--- src/sv/bbd_pkg.sv ---
// bbd_pkg: shared types and constants of the bayer block demosaic
// used by the modules and interfaces of the block except bbd_ram
package bbd_pkg;

	localparam int PIXEL_BITS    = 8;
	localparam int COORD_BITS    = 11;
	localparam int DIM_BITS      = 12;
	localparam int DEF_MAX_WIDTH = 2048;
	localparam int MAX_HEIGHT    = 2048;
	localparam int QUEUE_DEPTH   = 4;

	localparam logic [DIM_BITS-1:0] DEF_IMAGE_WIDTH  = 12'd640;
	localparam logic [DIM_BITS-1:0] DEF_IMAGE_HEIGHT = 12'd480;

	typedef enum logic [0:0] {
		REG_IMAGE_WIDTH  = 1'b0,
		REG_IMAGE_HEIGHT = 1'b1
	} reg_index_t;

	typedef logic [PIXEL_BITS-1:0] pixel_t;
	typedef logic [COORD_BITS-1:0] coord_t;
	typedef logic [1:0] beat_t;

	localparam beat_t LAST_BEAT = 2'd3;

	// one finished 2x2 block; coordinates are of the block, pixel coordinate / 2
	typedef struct packed {
		pixel_t                red;
		pixel_t                green;
		pixel_t                blue;
		logic [COORD_BITS-2:0] bx;
		logic [COORD_BITS-2:0] by;
	} block_t;

endpackage

--- src/sv/bbd_pixel_if.sv ---
// bbd_pixel_if: valid/ready channel carrying reconstructed rgb pixels
// depends on bbd_pkg
interface bbd_pixel_if;
	import bbd_pkg::*;

	logic   valid;
	logic   ready;
	pixel_t red;
	pixel_t green;
	pixel_t blue;
	coord_t pixel_x;
	coord_t pixel_y;
	logic   last;

	modport source (output valid, output red, output green, output blue,
		output pixel_x, output pixel_y, output last, input ready);
	modport sink (input valid, input red, input green, input blue,
		input pixel_x, input pixel_y, input last, output ready);
endinterface

--- src/sv/bbd_back.sv ---
// bbd_back: expands each queued block into four pixels behind an output register
// depends on bbd_pkg, bbd_pixel_if
module bbd_back (
	input  logic            clk,
	input  logic            arst_n,
	input  bbd_pkg::block_t head,
	input  logic            empty,
	output logic            pop,
	bbd_pixel_if.source     pixels
);
	import bbd_pkg::*;

	beat_t  beat_q;
	logic   valid_q;
	logic   load;
	pixel_t red_q, green_q, blue_q;
	coord_t x_q, y_q;
	logic   last_q;

	assign load = !empty && (!valid_q || pixels.ready);
	assign pop  = load && (beat_q == LAST_BEAT);

	always_ff @(posedge clk or negedge arst_n) begin
		if (!arst_n) begin
			beat_q  <= '0;
			valid_q <= 1'b0;
		end else begin
			valid_q <= load || (valid_q && !pixels.ready);
			if (load) begin
				beat_q <= beat_q + 2'd1;
			end
		end
	end

	// beat order: top-left, top-right, bottom-left, bottom-right
	always_ff @(posedge clk) begin
		if (load) begin
			red_q   <= head.red;
			green_q <= head.green;
			blue_q  <= head.blue;
			x_q     <= {head.bx, beat_q[0]};
			y_q     <= {head.by, beat_q[1]};
			last_q  <= (beat_q == LAST_BEAT);
		end
	end

	assign pixels.valid   = valid_q;
	assign pixels.red     = red_q;
	assign pixels.green   = green_q;
	assign pixels.blue    = blue_q;
	assign pixels.pixel_x = x_q;
	assign pixels.pixel_y = y_q;
	assign pixels.last    = last_q;

endmodule

--- src/flat_wrapper.sv ---
// flat-port wrapper written by rule: the top's interface ports become plain ports
module bbd_back_flat import bbd_pkg::*;
  (clk, arst_n, head, empty, pop, pixels_valid, pixels_red, pixels_green, pixels_blue, pixels_pixel_x, pixels_pixel_y, pixels_last, pixels_ready);
  bbd_pixel_if pixels_i ();
  input  logic clk;
  input  logic arst_n;
  input  bbd_pkg::block_t head;
  input  logic empty;
  output logic pop;
  output wire logic [$bits(pixels_i.valid)-1:0] pixels_valid;
  output wire logic [$bits(pixels_i.red)-1:0] pixels_red;
  output wire logic [$bits(pixels_i.green)-1:0] pixels_green;
  output wire logic [$bits(pixels_i.blue)-1:0] pixels_blue;
  output wire logic [$bits(pixels_i.pixel_x)-1:0] pixels_pixel_x;
  output wire logic [$bits(pixels_i.pixel_y)-1:0] pixels_pixel_y;
  output wire logic [$bits(pixels_i.last)-1:0] pixels_last;
  input wire logic [$bits(pixels_i.ready)-1:0] pixels_ready;
  assign pixels_valid = pixels_i.valid;
  assign pixels_red = pixels_i.red;
  assign pixels_green = pixels_i.green;
  assign pixels_blue = pixels_i.blue;
  assign pixels_pixel_x = pixels_i.pixel_x;
  assign pixels_pixel_y = pixels_i.pixel_y;
  assign pixels_last = pixels_i.last;
  assign pixels_i.ready = pixels_ready;
  bbd_back u_core (.clk(clk), .arst_n(arst_n), .head(head), .empty(empty), .pop(pop), .pixels(pixels_i));
endmodule
--- config.mk ---
export PLATFORM = sky130hd
export DESIGN_NAME = bbd_back_flat
export DESIGN_NICKNAME = d
export VERILOG_FILES = /design/src/sv/bbd_pkg.sv /design/src/sv/bbd_pixel_if.sv /design/src/sv/bbd_back.sv /design/src/flat_wrapper.sv
export SDC_FILE = /design/constraint.sdc
export NUM_CORES = 1
export LEC_CHECK = 0
export BUFFER_PORTS_ARGS = -buffer_cell sky130_fd_sc_hd__buf_4
export CORE_AREA = 4 4 65 67
export DETAILED_ROUTE_END_ITERATION = 16
export DIE_AREA = 0 0 69 71
export PLACE_DENSITY_LB_ADDON = 0.25
export SETUP_SLACK_MARGIN = 0.2
export SLEW_MARGIN = 20
export SYNTH_ARGS = -nofsm -noshare
export SYNTH_HDL_FRONTEND = slang
export SYNTH_SLANG_ARGS = --single-unit
--- constraint.sdc ---
create_clock -name clk -period 5.4 [get_ports clk]
set_input_delay 0.27 -clock clk [delete_from_list [all_inputs] [get_ports clk]]
set_output_delay 0.27 -clock clk [all_outputs]
set_load 0.02 [all_outputs]
After elaboration in Yosys (flattened, before gate mapping)
Index checks and enable logic that the tools add are counted.
{"block": "totals", "ff_bits": 50, "latchBits": 0, "ramBits": 0, "romBits": 0, "inputBits": 48, "output_inout_bits": 49, "wordCells": 18, "n_memories": 0}
{"block": "classes", "n_addsub": 1, "n_mul": 0, "div": 0, "n_lt_le_gt_ge": 0, "n_eq_ne": 1, "n_shift": 0, "n_mux": 0, "bitwise": 0, "n_reduce_logical": 8}
{"operator": "$logic_and A1 B1 Y1", "count": 3}
{"operator": "$logic_not A1 Y1", "count": 3}
{"operator": "$add A2 B1 Y2 const B", "count": 1}
{"operator": "$eq A2 B2 Y1 const B", "count": 1}
{"operator": "$logic_or A1 B1 Y1", "count": 2}

Longest topological paths before layout
{"block": "logic_depth", "depth_word": 4, "mapped_depth": 3, "mapped_depth_nobuf": 3}

Worst setup path after synthesis
No wires, ideal clock.
{"block": "synth_timing", "path_type": "register to output", "start": "register u_core.valid_q, in the netlist u_core.pixels.valid", "end": "output pop", "t_arrival_ps": 1764, "t_required_ps": 5130, "path_slack_ps": 3366, "stages_incl_launch_ff": 3, "path_buffers": 0, "cell_sequence": "dfrtp_1 -> a21oi_4 -> and2_2"}
{"block": "synth_via", "elab_chain_cells": 4}
{"item": "start, declared", "line_no": "bbd_back.sv:14", "source": "logic valid_q;"}
{"item": "start signal, assigned", "line_no": "bbd_back.sv:28", "source": "valid_q <= load || (valid_q && !pixels.ready);"}
{"item": "$logic_not A1 Y1", "line_no": "bbd_back.sv:20", "source": "assign load = !empty && (!valid_q || pixels.ready);"}
{"item": "$logic_or A1 B1 Y1", "line_no": "bbd_back.sv:20"}
{"item": "$logic_and A1 B1 Y1", "line_no": "bbd_back.sv:20"}
{"item": "named net u_core.load", "line_no": "bbd_back.sv:15", "source": "logic load;"}
{"item": "$logic_and A1 B1 Y1", "line_no": "bbd_back.sv:21", "source": "assign pop = load && (beat_q == LAST_BEAT);"}
{"item": "end, declared", "line_no": "flat_wrapper.sv:9", "source": "output logic pop;"}
The timed path passes the listed nets, and every way through them passes these cells.

Final worst setup path
Ends and elaborated chain as after synthesis.

==> results.cfg <==
[finish]
layout_common_cells = buf_4 (97), edfxtp_1 (47), clkbuf_8 (5)
antennaDiodeCount = 0
syn_to_final_growth_pct = 58.2
num-nets-final = 212
final_area_um2 = 2470
final_layout_size_suffix_gt1_share_pct = 66.5
mostFrequentLayoutCell = buf_4

[timing]
fmax_ghz = 0.499
rsz0062_at_grt = no
period_minus_slack_ps = 2000
hold_viol_final = 0
worst_hold_slack_ps = 148
slew_headroom_pct = 50.2
finalSetupViolations = 0
final.setup_skew_ps = 5.61
period_share_pct = 37.1
tns_ps = 0
slew_violations = 0
worstMarginPinSlew_ps = 745

[critical_path]
startpoint_type = flip-flop
worstPathArrival_ps = 1730
worstSetupPathType = flip-flop to primary output
critPathMaxFanout = 24
crit_path_end_kind = primary output
cp_data_required_time_ps = 5130

[synth]
ys_ff_latch = 50
synth_nets = 107
synth_area_leader_cell = edfxtp_1
syn_avg_cell_area_um2 = 26.9
synthesis.area_um2 = 1560
ys_seq_area_share_pct = 95.3
ys_top_cells_by_area = edfxtp_1 (91%), dfrtp_1 (4.8%), a21oi_4 (1.0%)
syn_inst = 58
yosysUniqueCellTypes = 10
synth_warnings = 0
synth_top_area_share_pct = 90.5

[cts]
cts-resized-gates = 0
cts_tree = done
postCtsSetupBuffers = 0
cts_root_buffer = clkbuf_8
ctsHoldBuffers = 1
cts_made_buffers = 5
clock-sinks = 50
ctsHtreeMaxLevel = 2
clock_path_buffers = 2
clkTransAtPathRegs_ps = 80
clk_latency_ps = 290

[route]
drt-initial-drc-count = 39
vias_per_cell = 4.37
ant_nets = 0
routed_wl_mm = 3.13
wl_per_cell_um = 14.8
drc = 0
firstDrtPassIters = 4
routed-via-count = 926

[worst_hold_path]
hp-class = input pin to flip-flop

[placement]
dpl_cell_area_um2 = 2350
place.gp.congestion = 0.732
dp_hpwl_mm = 2.42
io_buffer_count = 96

[floorplanning]
die_width_um = 69
ios = 97
design.die.area_um2 = 4900
fp.dieH_um = 71
core_area_um2 = 3630
start_util_pct = 42.9
fp-row-count = 22

[global_route]
grt_pass1_vias = 980
grt_max_degree = 28
grt_pass1_wl_mm = 4.83
grtUsageTotal_pct = 12.9
antenna_found_initial = 0
gr-total-overflow = 0

[power_and_ir_drop]
power_density_nw_per_um2 = 345
peakVddDrop_mv = 0.242
power_leakage_nw = 1.05

[status]
status = completed

[run]
drv_cap = 0
flip-flops by register name, summed over array words and instances, names as in the netlist:
name                   cells
u_core.pixels.red          8
u_core.pixels.last         1
u_core.pixels.blue         8
u_core.pixels.pixel_y     11
u_core.pixels.green        8
u_core.pixels.pixel_x     11
u_core.pixels.valid        1
u_core.beat_q              2
through the flow:
step                      util (%)  setup WS (ps)  std cells  power [mW]
after floorplan                  -           3370         58       0.541
after global placement        64.6           3640        203       0.608
after detailed placement      64.6           3580        203       0.614
after CTS                     67.9           3370        212       0.862
after global routing          67.9           3280        212       0.889
final                         67.9           3400        212       0.851
where the power goes:
| group | internal, mW | switching [mW] | leakage (nW) | total, mW |
|---|---|---|---|---|
| Clock | 0.136 | 0.112 | 0.0579 | 0.248 |
| Combinational | 0.0649 | 0.0614 | 0.510 | 0.126 |
| Sequential | 0.463 | 0.0139 | 0.482 | 0.477 |
| Total | 0.664 | 0.187 | 1.05 | 0.851 |
layer usage:
layer | GRT usage, % | up-vias | wire (um)
li1 | - | 434 | -
met1 | 12.5 | 432 | 1050
met2 | 23.0 | 55 | 1650
met3 | 6.53 | 5 | 389
met4 | 5.86 | 0 | 44
met5 | 0 | - | 0
worst max-delay path, cell delays in order, from the launching register on:
cell and delay (ps):
dfrtp_1 430, a21oi_4 620, and2_2 260, buf_4 130
path summary, 6_finish.rpt:
path                                startpoint                        to  slack, ps  cells after the start
setup / recovery           u_core.pixels.valid                       pop       3400                      3
hold / removal                         head[4]  u_core.pixels.pixel_y[5]        150                      1
setup reg to reg           u_core.pixels.valid  u_core.pixels.pixel_x[2]       3570                      2
hold reg to reg               u_core.beat_q[1]  u_core.pixels.pixel_y[0]        500                      0
max in group asynchronous               arst_n          u_core.beat_q[1]       5010                      2
min in group asynchronous               arst_n       u_core.pixels.valid        290                      2
cell families after synthesis:
logic type | count (synthesis) | share of synthesized area [%]
AO/OA/AOI/OAI | 2 | 1.36
XOR/XNOR | 1 | 0.562
adder cells (fa/ha/maj) | 1 | 0.802
buffers and inverters | 2 | 0.481
flip-flops | 50 | 95.3
multiplexers | 1 | 0.963
AND/OR/NAND/NOR | 1 | 0.482
synth_stat cells, drive strengths merged:
library cell,n
and2,1
a21oi,1
ha,1
o21ai,1
mux2,1
edfxtp,47
dfrtp,3
inv,2
xor2,1
final cells by class:
type | instances | area [um2]
inverter | 2 | 7.51
sequential | 50 | 1490
timing repair buffer | 98 | 738
tap | 48 | 60.1
fill | 276 | 1170
clock buffer | 5 | 68.8
clock inverter | 3 | 40.0
multi-input combinational | 6 | 65.1
No activity file was read; power rests on OpenSTA's default activity.
