<file path="config.mk">
export PLATFORM = sky130hd
export DESIGN_NAME = bbd_queue
export DESIGN_NICKNAME = d
export VERILOG_FILES = /design/src/sv/bbd_pkg.sv /design/src/sv/bbd_queue.sv
export SDC_FILE = /design/constraint.sdc
export NUM_CORES = 1
export LEC_CHECK = 0
export ABC_AREA = 1
export BUFFER_PORTS_ARGS = -buffer_cell sky130_fd_sc_hd__buf_2
export CORE_MARGIN = 1
export CORE_UTILIZATION = 57
export CTS_CLUSTER_SIZE = 24
export DETAILED_ROUTE_END_ITERATION = 8
export PLACE_DENSITY_LB_ADDON = 0.15
export SYNTH_ARGS = -nofsm -noshare
export SYNTH_HDL_FRONTEND = slang
export SYNTH_SLANG_ARGS = --single-unit
</file>
<file path="constraint.sdc">
create_clock -name clk -period 3 [get_ports clk]
set_clock_uncertainty 0.2 [all_clocks]
set_input_delay 0.15 -clock clk [delete_from_list [all_inputs] [get_ports clk]]
set_output_delay 0.15 -clock clk [all_outputs]
set_load 0.03 [all_outputs]
</file>
<file path="src/sv/bbd_pkg.sv">
// bbd_pkg: shared types and constants of the bayer block demosaic
// used by the modules and interfaces of the block except bbd_ram
package bbd_pkg;

	localparam int PIXEL_BITS    = 8;
	localparam int COORD_BITS    = 11;
	localparam int DIM_BITS      = 12;
	localparam int DEF_MAX_WIDTH = 2048;
	localparam int MAX_HEIGHT    = 2048;
	localparam int QUEUE_DEPTH   = 4;

	localparam logic [DIM_BITS-1:0] DEF_IMAGE_WIDTH  = 12'd640;
	localparam logic [DIM_BITS-1:0] DEF_IMAGE_HEIGHT = 12'd480;

	typedef enum logic [0:0] {
		REG_IMAGE_WIDTH  = 1'b0,
		REG_IMAGE_HEIGHT = 1'b1
	} reg_index_t;

	typedef logic [PIXEL_BITS-1:0] pixel_t;
	typedef logic [COORD_BITS-1:0] coord_t;
	typedef logic [1:0] beat_t;

	localparam beat_t LAST_BEAT = 2'd3;

	// one finished 2x2 block; coordinates are of the block, pixel coordinate / 2
	typedef struct packed {
		pixel_t                red;
		pixel_t                green;
		pixel_t                blue;
		logic [COORD_BITS-2:0] bx;
		logic [COORD_BITS-2:0] by;
	} block_t;

endpackage

</file>
<file path="src/sv/bbd_queue.sv">
// bbd_queue: short fifo of finished blocks between front and back
// depends on bbd_pkg
module bbd_queue #(
	parameter int DEPTH = bbd_pkg::QUEUE_DEPTH
) (
	input  logic                       clk,
	input  logic                       arst_n,
	input  logic                       push,
	input  bbd_pkg::block_t            push_block,
	input  logic                       pop,
	output bbd_pkg::block_t            head,
	output logic                       empty,
	output logic [$clog2(DEPTH+1)-1:0] level
);
	import bbd_pkg::*;

	localparam int PW = (DEPTH > 1) ? $clog2(DEPTH) : 1;
	localparam int LV = $clog2(DEPTH + 1);

	block_t         slot_q [DEPTH];
	logic [PW-1:0]  wr_q, rd_q;
	logic [LV-1:0]  level_q;

	always_ff @(posedge clk or negedge arst_n) begin
		if (!arst_n) begin
			wr_q    <= '0;
			rd_q    <= '0;
			level_q <= '0;
		end else begin
			if (push) begin
				wr_q <= (32'(wr_q) == DEPTH - 1) ? '0 : wr_q + PW'(1);
			end
			if (pop) begin
				rd_q <= (32'(rd_q) == DEPTH - 1) ? '0 : rd_q + PW'(1);
			end
			if (push && !pop) begin
				level_q <= level_q + LV'(1);
			end else if (pop && !push) begin
				level_q <= level_q - LV'(1);
			end
		end
	end

	always_ff @(posedge clk) begin
		if (push) begin
			slot_q[wr_q] <= push_block;
		end
	end

	assign head  = slot_q[rd_q];
	assign empty = (level_q == '0);
	assign level = level_q;

`ifndef ASSERT_OFF
	a_no_overflow: assert property (@(posedge clk) disable iff (!arst_n)
		push |-> (32'(level_q) < DEPTH || pop))
		else $error("block queue overflow");

	a_no_underflow: assert property (@(posedge clk) disable iff (!arst_n)
		pop |-> !empty)
		else $error("block queue underflow");

	a_level_track: assert property (@(posedge clk) disable iff (!arst_n)
		(push && !pop) |=> level_q == $past(level_q) + LV'(1))
		else $error("block queue level mismatch");
`endif

endmodule

</file>
### Yosys cells after proc, flatten, opt, wreduce, memory -nomap -nowiden

Memory sizes are Yosys's and may differ from the RTL's.
Cells that the tools add are included.

| storage, ports and cells | value |
|---|---|
| RAM bits | 176 |
| output and inout bits | 48 |
| input bits | 48 |
| bits in registers | 7 |
| memories kept | 1 |
| logic and storage cells | 22 |

| cells by class | value |
|---|---|
| multiplexer cells | 6 |
| reduce and logical (&&, ||, !) cells | 6 |
| $add $sub $neg | 4 |
| eq/ne operators | 2 |

Memories:

| memory | words | bits a word | read ports | clocked after memory_dff | wr ports | RTL line | source |
|---|---|---|---|---|---|---|---|
| slot_q | 4 | 44 | 1 | 0 | 1 | bbd_queue.sv:20 | `block_t slot_q [DEPTH];` |

Operators by type and width:

| kind | count |
|---|---|
| $mux W3 | 2 |
| $add A2 B1 Y2 const B | 2 |
| $eq A2 B2 Y1 const B | 2 |
| $mux W2 | 2 |
| $add A3 B1 Y3 const B | 1 |
| $logic_not A3 Y1 | 1 |
| $sub A3 B1 Y3 const B | 1 |
| $logic_and A1 B1 Y1 | 2 |
| $logic_not A1 Y1 | 2 |
| $mux W1 | 2 |
| $reduce_bool A2 Y1 | 1 |

### Depth between registers and ports, before layout

Gate-level depths: netlist of the first run.

| depth | value |
|---|---|
| word-level depth | 4 |
| depth in mapped cells | 9 |

### Least setup slack after synthesis of the first run

No wires, ideal clock.

| timing | value |
|---|---|
| path kind | register -> register |
| start | reg wr_q[0] |
| end | mem slot_q[2][0] (netlist bit), enable pin |
| setup slack | 0.879 ns |
| setup time | 0.398 ns |
| arrival time | 1.523 ns |
| buffers on the path | 0 |
| cell stages (with the launch flop) | 5 |
| clock period less this slack | 2.121 ns |
| cell sequence | dfrtp_1 > inv_1 > ha_1 > nand2_1 > inv_1 |

RTL lines:

| element | RTL line | source |
|---|---|---|
| start, declared | bbd_queue.sv:21 | `logic [PW-1:0] wr_q, rd_q;` |
| start signal, assigned | bbd_queue.sv:31 | `wr_q <= (32'(wr_q) == DEPTH - 1) ? '0 : wr_q + PW'(1);` |
| end, declared | bbd_queue.sv:20 |  |

No word-level cell before the write port.

==> out/metrics.cfg, run 1 <==
[detailed_routing]
first_pass_iters=7
drtIter0Drc=276
wl_per_cell_um=15.5
drc=0
dr_wl_met2_um=6860
top_layer_used=met4
vias=4484
via_per_inst=5.02
route.layer.met1.wl_um=6070
wl_met3_um=689
wl_um=13900
ant_nets=0

[synthesis]
ys_ff_latch=183
yosys.area.top_type_share=0.711
yosys_warnings=0
syn_area_um2=7430
synth_nets=619
syn_avg_cell_area_um2=13.2
yosysUniqueCellTypes=17
netlist_top_cells_area=edfxtp_1, o211ai_1, nand2_1
netlist_instances=564
yosysTopAreaCell=edfxtp_1
synth_seq_area_share=0.735

[layout]
mostFrequentLayoutCells=edfxtp_1, nand2_1, inv_1, buf_2, o211ai_1
syn_to_final_growth_pct=22.4
diodes=0
multi_input_area_um2=1360
finalNetCount=763
fillers=875
drive_above_1_share=0.196
final_common_cell=edfxtp_1
final-seq-area_um2=5460
utilization=0.718

[sta]
drv_slew=0
relSlewSlack=0.669
post-route-period-util=0.808
hold_viol=0
setup_violations=0
setup_tns_ps=0
grt_setup_unrepaired=false
worstMarginPinSlew_ps=495
min_period_ps=2420
fmax_ghz=0.412

[clocking]
clkTransAtPathRegs_ps=60
htreeDepth=4
clock_sink_count=183
cts_hold_buf=48
cts_resized=0
root_buffer=clkbuf_16
cts_tree=built
clock_path_buffers=2
worstSkewPairLatency_ps=430
cts_buffers=17
post_cts_buffers=0

[setup_path]
cp_max_fo=77
cpMostUsedCell=nand2_1
cp_slowest_stage_delay_ps=420
crit_chain=inv_4, buf_12, nand2_1, o211ai_1, nand2_1, buf_2
timing.critical_path.buf_inv=3
arrival_ps=2070
cp_slowest_cell=dfrtp_1
crit_type=flip-flop to primary output
worstSetupEndpointType=primary output
setup.worst_path.start_class=flip-flop
critPathRequiredTime_ps=2650
critical_path.top_delay_family=buffers and inverters

[global_routing]
gr-total-overflow=0
antenna_found_initial=0
grt_usage=0.223
grt_max_degree=78
grt_pass1_vias=4211
grt_pass1_wl_um=21400

[flow_run]
maxCapViolations=0

[pwr]
p_sw_frac=0.377
combPwrFrac=0.357
clockPowerShare=0.251
ir_drop_mv=0.556
p_int_uw=5490
seq_power_share=0.392
switchingPower_uw=3310
power_density_nw_per_um2=967
p_leak_uw=0.00376

[die]
core_um2=12700
design.portCount=96
rows=41
start_util=0.587
die_h_um=116
die_w_um=116
die-area_um2=13500

[place]
hpwl_um=8080
portBuffers=95
routabilityCongestion=0.744

[run_status]
status=complete, no violations

[hold_path]
hp-class=input port to flip-flop

[cells by family after synthesis]
group	count (synthesis)	synth area share
adders and majority gates	7	0.0128
DFF	183	0.735
buffers and inverters	129	0.0823
xor gates and xnor gates	1	0.00118
and+or+nand+nor	152	0.0774
AOI/OAI and AO/OA	92	0.0916
[flip-flops by register name, summed over array words and instances, names as in the netlist]
signal and cells:
rd_q 2, slot_q 176, wr_q 2, level 3
[per-stage QoR]
stage	setup slack, ps	hold slack (ps)	instances	total power [uW]	area [um^2]
floorplan	879	-346	564	5810	7430
global placement	1030	-202	813	6580	8030
detailed placement	1010	-203	813	6620	8030
CTS	551	244	893	8880	9100
global route	426	266	893	9270	9100
finish	575	266	893	8800	9100
[per-layer routing]
metal,vias to the layer above,track usage
met5,-,0
met4,0,0.0957
met3,22,0.0550
met2,115,0.359
met1,2095,0.291
li1,2252,-
[synth_stat cells, drive strengths merged]
library cell,count
edfxtp,176
nand2,147
inv,101
o211ai,88
buf,28
dfrtp,7
ha,6
o21ai,4
nor2,2
fa,1
nand3,1
nand4,1
nor3,1
xnor2,1
[final cells by class]
type,instances,area share
Sequential cell,183,0.600
Multi-Input combinational cell,252,0.149
Timing Repair Buffer,153,0.120
Clock buffer,18,0.0472
Inverter,101,0.0419
Tap cell,172,0.0237
Clock inverter,14,0.0173
[power groups by stage]
stage	logic (uW)	registers, uW	clock network [uW]
after floorplan	2330	3480	0
after global placement	3080	3490	0
after detailed placement	3120	3510	0
after CTS	3190	3450	2240
after global routing	3450	3490	2330
final	3140	3450	2210
[worst register-to-register path: stages, from the launching register on]
cell     delay, ps
dfrtp_1        420
inv_1          110
ha_1           150
nand2_1         60
inv_2          380
buf_4          350
[path summary, 6_finish.rpt]
| check | slack (ps) | cells past startpoint | startpoint | to |
|---|---|---|---|---|
| worst max register to register | 1020 | 5 | wr_q[0] | slot_q[0][25] |
| worst min-delay path | 270 | 2 | push_block[24] | slot_q[0][24] |
| worst min register to register | 340 | 2 | level[2] | level[2] |
| worst max-delay path | 580 | 6 | rd_q[0] | head[25] |
| min in group asynchronous | 470 | 3 | arst_n | level[0] |
| max in group asynchronous | 1860 | 3 | arst_n | rd_q[1] |
(Power assumes the default switching activity.)
==> inputs of run 2 (changes only) <==
Settings changed: ABC_AREA 1 to 0, CORE_UTILIZATION 57 to 51.
Clock period 3 ns to 2.1 ns, I/O delays scaled along.
==> out/metrics.cfg, run 2 <==
[synthesis]
synth_nets=321  ; -48%
syn_avg_cell_area_um2=25.6  ; +95%
ys_ff_latch=183  ; unchanged
netlist_instances=266  ; -53%
yosys.area.top_type_share=0.775  ; +0.0639
netlist_top_cells_area=edfxtp_1, mux4_2, dfrtp_1
synth_enable_flop_cells=176  ; unchanged
yosysTopAreaCell=edfxtp_1
synthMostInstantiatedCell=edfxtp_1
async_reset_ff_frac=0.0383  ; unchanged
ys.flop_type=edfxtp_1
yosys-top-cells-count=edfxtp_1, mux4_2, dfrtp_1, ha_1, mux4_1
yosys_warnings=0  ; unchanged
syn_area_um2=6820  ; -8.2%
synth_seq_area_share=0.801  ; +0.0661
yosysUniqueCellTypes=18  ; +1

[setup_path]
rr_startpoint=wr_q[0]
crit_type=flip-flop to primary output
arrival_ps=1870  ; -200 ps
setup.worst_path.start_class=flip-flop
reg2reg_slack_ps=370  ; -650 ps
cp_max_fo=11  ; -86%
critical_path.startpoint=rd_q[0]
critPathRequiredTime_ps=1790  ; -860 ps
worstSetupEndpointType=primary output

[detailed_routing]
drc=0  ; unchanged
route.layer.met1.wl_um=5050  ; -17%
vias=3238  ; -28%
via_per_inst=5.21  ; +3.7%
wl_um=12200  ; -12%
wl_per_cell_um=19.6  ; +26%
top_layer_used=met4
wl_met3_um=578  ; -16%
drtIter0Drc=226  ; -18%
ant_nets=0  ; unchanged
first_pass_iters=5  ; -2
dr_wl_met2_um=6420  ; -6.4%

[layout]
diodes=0  ; unchanged
final_common_cell=edfxtp_1
utilization=0.703  ; -0.0152
drive_above_1_share=0.436  ; +0.240
mostFrequentLayoutCells=edfxtp_1, buf_2, dlygate4sd3_1
finalNetCount=492  ; -36%
fillers=808  ; -7.7%
largest_register=slot_q
syn_to_final_growth_pct=32.2
largest_reg_flops=176  ; unchanged

[sta]
hold_viol=0  ; unchanged
drv_slew=0  ; unchanged
relSlewSlack=0.708  ; +0.0387
grt_setup_unrepaired=true
post-route-period-util=1.04
setup_violations=44  ; +44
min_period_ps=2170
setup_ws_ps=-74.8  ; -650 ps
fin_hold_ws_ps=229  ; -37.0 ps
worstMarginPinSlew_ps=438  ; -57.4 ps
fmax_ghz=0.460
setup_tns_ps=-2040  ; -2040 ps

[clocking]
clkTransAtPathRegs_ps=70  ; about the same
cts_tree=built
worstSkewPairLatency_ps=420  ; about the same
clock_path_buffers=2  ; unchanged
clock_sink_count=183  ; unchanged
htreeDepth=4  ; unchanged
root_buffer=clkbuf_16
cts_buffers=17  ; unchanged

[pwr]
p_total_uw=13300  ; +51%
power_density_nw_per_um2=1470  ; +52%
p_leak_uw=0.00320  ; -15%
ir_drop_mv=0.723  ; +30%

[hold_path]
hp-class=input port to flip-flop
min_from=push_block[34]

[place]
routabilityCongestion=0.689  ; -7.4%
hpwl_um=7440  ; -7.9%
place_ws_ps=211  ; -799 ps
portBuffers=95  ; unchanged

[flow_run]
maxCapViolations=0  ; unchanged

[global_routing]
grt_max_degree=28  ; -64%
gr-total-overflow=0  ; unchanged
antenna_found_initial=0  ; unchanged
grt_usage=0.193  ; -0.0297
grt_pass1_wl_um=19300  ; -9.9%
grt_pass1_vias=3560  ; -15%

[run_status]
status=finished with violations
violations=setup timing

[die]
die_h_um=118  ; +1.2%
start_util=0.532  ; -0.0548
core_um2=12800  ; +1.2%
rows=41  ; unchanged
die_w_um=118  ; +1.2%
die-area_um2=13800  ; +2.5%
design.portCount=96  ; unchanged

## run 2: changes by cell type in the layout (fill, tap and decap cells not counted), moves of 4 or more
| cell | before | now |
|---|---|---|
| inv_1 | 95 | 4 |
| and2_2 | 0 | 4 |
| inv_2 | 5 | 0 |
| o211ai_1 | 88 | 0 |
| mux4_2 | 0 | 44 |
| buf_2 | 95 | 60 |
| buf_12 | 5 | 9 |
| nand2_1 | 147 | 2 |
| buf_6 | 0 | 35 |
## run 2: logic make-up (layout without fill, tap and decap cells)
logic type	count (synthesis)	in the layout	share of synthesized area
AO/OA/AOI/OAI	2	2	0.00147
XOR/XNOR	3	3	0.00385
adder cells (fa/ha/maj)	7	7	0.0139
buffers and inverters	14	198	0.0193
flip-flops	183	183	0.801
multiplexers	47	47	0.154
AND/OR/NAND/NOR	10	10	0.00715
## run 2: final timing paths
kind | end | depth (start not counted)
setup / recovery | head[27] | 3
hold / removal | slot_q[1][34] | 2
setup reg to reg | slot_q[3][4] | 3
hold reg to reg | level[2] | 1
max in group asynchronous | rd_q[0] | 3
min in group asynchronous | level[2] | 3
## run 2: routing by layer
layer  vias to the layer above  GRT usage
li1                       1460          -
met2                        96      0.325
met1                      1665      0.234
met4                         0     0.0705
met3                        17     0.0615
met5                         -          0
## run 2: through the flow
step / instances / cell area [um^2]
2_1_floorplan: 266 / 6820
3_3_place_gp: 538 / 7620
3_5_place_dp: 538 / 7620
4_1_cts: 620 / 8920
5_1_grt: 622 / 9010
6_report: 622 / 9010
## run 2: timing repair
action | CTS | global route
gates cloned | 0 | 2
setup buffers | 2 | 0
gates resized for setup | 61 | 27
hold buffers | 48 | 0
endpoints found under the hold margin | 188 | 0
endpoints found under the setup margin | 44 | 43
## run 2: worst max-delay path, stage by stage, from the launching register on
cell and delay [ps]:
dfrtp_4 560, buf_12 180, mux4_2 510, buf_2 190
## run 2: where the power goes
group	internal (uW)	switching (uW)	total [uW]
clock network	2100	1270	3370
logic	2310	2580	4890
registers	4700	289	4990
## run 2: area by class of cell
| type | instances | area, um^2 | share of cell area |
|---|---|---|---|
| Multi-Input combinational cell | 69 | 1210 | 0.134 |
| Clock inverter | 14 | 205 | 0.0228 |
| Clock buffer | 18 | 429 | 0.0476 |
| Inverter | 4 | 15.0 | 0.00167 |
| Timing Repair Buffer | 162 | 1470 | 0.163 |
| Sequential cell | 183 | 5470 | 0.607 |
| Tap cell | 172 | 215 | 0.0239 |
==> inputs of run 3 (changes only) <==
Settings changed: CELL_PAD_IN_SITES_DETAIL_PLACEMENT from default to 2, CELL_PAD_IN_SITES_GLOBAL_PLACEMENT from default to 2, CORE_UTILIZATION 51 to 40.
==> out/metrics.cfg, run 3 (synthesis gave the netlist of run 2 again) <==
[run_status]
status=finished with violations
violations=setup timing

[setup_path]
reg2reg_slack_ps=310  ; -60 ps
crit_type=flip-flop to primary output
ff2ff_path_depth=5  ; +2
arrival_ps=1880  ; about the same
worstSetupEndpointType=primary output
critPathRequiredTime_ps=1790  ; about the same
cp_max_fo=7  ; -4
r2r_end=rd_q[1]
crit_chain=buf_8, buf_12, mux4_2, buf_6
cp_slowest_stage_delay_ps=540  ; -20 ps
rr_startpoint=rd_q[0]
setup.worst_path.start_class=flip-flop
cp_slowest_cell=mux4_2

[clocking]
worstSkewPairLatency_ps=440  ; +20 ps
root_buffer=clkbuf_16
clkTransAtPathRegs_ps=70  ; about the same
htreeDepth=4  ; unchanged
cts_tree=built
clock_sink_count=183  ; unchanged
cts_buffers=17  ; unchanged
clock_path_buffers=2  ; unchanged

[place]
routabilityCongestion=0.660  ; -4.2%
portBuffers=95  ; unchanged
hpwl_um=8790  ; +18%
dpl_cell_area_um2=7690  ; +1.0%

[die]
die-area_um2=17600  ; +27%
design.portCount=96  ; unchanged
start_util=0.410  ; -0.122
rows=47  ; +15%
die_h_um=133  ; +13%
core_um2=16600  ; +30%
die_w_um=133  ; +13%

[sta]
relSlewSlack=0.760  ; +0.0516
fin_hold_ws_ps=215  ; -14.3 ps
fmax_ghz=0.457  ; -0.55%
post-route-period-util=1.04  ; +0.00576
grt_setup_unrepaired=true
hold_viol=0  ; unchanged
min_period_ps=2190  ; +12.1 ps
setup_ws_ps=-86.9  ; -12.1 ps
drv_slew=0  ; unchanged
worstMarginPinSlew_ps=359  ; -78.5 ps
setup_violations=44  ; unchanged

[layout]
syn_to_final_growth_pct=34.5
final_area_um2=9170  ; +1.7%
mostFrequentLayoutCells=edfxtp_1, buf_2, dlygate4sd3_1
final_common_cell=edfxtp_1
finalNetCount=498  ; +1.2%
drive_above_1_share=0.447  ; +0.0118
utilization=0.551  ; -0.152
diodes=0  ; unchanged
largest_register=slot_q
largest_reg_flops=176  ; unchanged

[flow_run]
maxCapViolations=0  ; unchanged

[pwr]
p_total_uw=13700  ; +3.1%
p_leak_uw=0.00323  ; +1.1%
ir_drop_mv=0.697  ; -3.5%
clockPowerShare=0.240  ; -0.014
switchingPower_uw=4500  ; +8.7%
p_int_uw=9160  ; +0.51%
power_density_nw_per_um2=1490  ; +1.3%
seq_power_share=0.359  ; -0.017
combPwrFrac=0.401  ; +0.032
p_sw_frac=0.329  ; +0.0171

[detailed_routing]
vias=3359  ; +3.7%
ant_nets=0  ; unchanged
drc=0  ; unchanged
drtIter0Drc=160  ; -29%
via_per_inst=4.97  ; -4.5%
wl_um=15300  ; +25%
first_pass_iters=4  ; -1
wl_per_cell_um=22.6  ; +15%

[hold_path]
min_path_cells=2  ; unchanged
min_from=push_block[27]
hp-class=input port to flip-flop
whs_endpoint=slot_q[3][27]

[global_routing]
grt_usage=0.190  ; -0.00318
gr-total-overflow=0  ; unchanged
antenna_found_initial=0  ; unchanged
grt_pass1_vias=3840  ; +7.9%
grt_pass1_wl_um=23700  ; +23%
grt_max_degree=28  ; unchanged

run 3: changes by cell type in the layout (fill, tap and decap cells not counted), sizes merged:
cell	delta
bufinv	-2
buf	+8
clkbuf	-2
clkinvlp	+1
inv	+1
run 3: power groups by stage:
stage                     Sequential [uW]  Clock [uW]  Combinational [uW]
after floorplan                      4940           0                3050
after global placement               4980           0                4220
after detailed placement             5030           0                4290
after CTS                            4900        3360                5440
after global routing                 4960        3480                5800
final                                4910        3280                5470
run 3: area by class of cell:
cell class / count / area, um^2
Clock buffer: 18 / 429
Clock inverter: 14 / 175
Fill cell: 1383 / 7470
Inverter: 4 / 15.0
Multi-Input combinational cell: 69 / 1210
Sequential cell: 183 / 5470
Tap cell: 220 / 275
Timing Repair Buffer: 168 / 1600
run 3: routing by layer:
layer	vias to the layer above	track usage	wire length, um	share of wire
met5	-	0	0	0
met4	0	0.0715	192	0.013
met3	17	0.0559	682	0.045
met2	96	0.318	8080	0.53
met1	1765	0.233	6300	0.41
li1	1481	-	-	-
run 3: metrics by stage:
step | std cells | setup TNS, ps | worst slack, ps
detailed placement | 585 | 0 | 246
global route | 676 | -4480 | -143
CTS | 674 | -4630 | -175
global placement | 585 | 0 | 236
floorplan | 266 | 0 | 281
finish | 676 | -2130 | -86.9
run 3: critical path: cells and delay by family, from the launching register on:
kind	cells	cell delay [ps]
buffers and inverters	3	450
DFF	1	450
muxes	1	540
run 3: what timing repair did:
action | CTS | global route
hold buffers | 48 | 0
setup buffers | 7 | 4
pin swaps | 0 | 0
gates cloned | 2 | 0
endpoints found under the hold margin | 188 | 0
gates resized for setup | 87 | 21
setup endpoints to repair | 42 | 44
run 3: how the worst max path moves through the flow:
stage                       start            to  slack (ps)  cells past startpoint
final                     rd_q[0]      head[12]         -90                      4
after detailed placement  rd_q[0]      head[30]         250                      3
after global placement    rd_q[0]      head[42]         240                      3
after global routing      rd_q[0]       head[8]        -140                      4
after floorplan           wr_q[0]  slot_q[2][0]         280                      3
after CTS                 rd_q[0]      head[20]        -180                      5
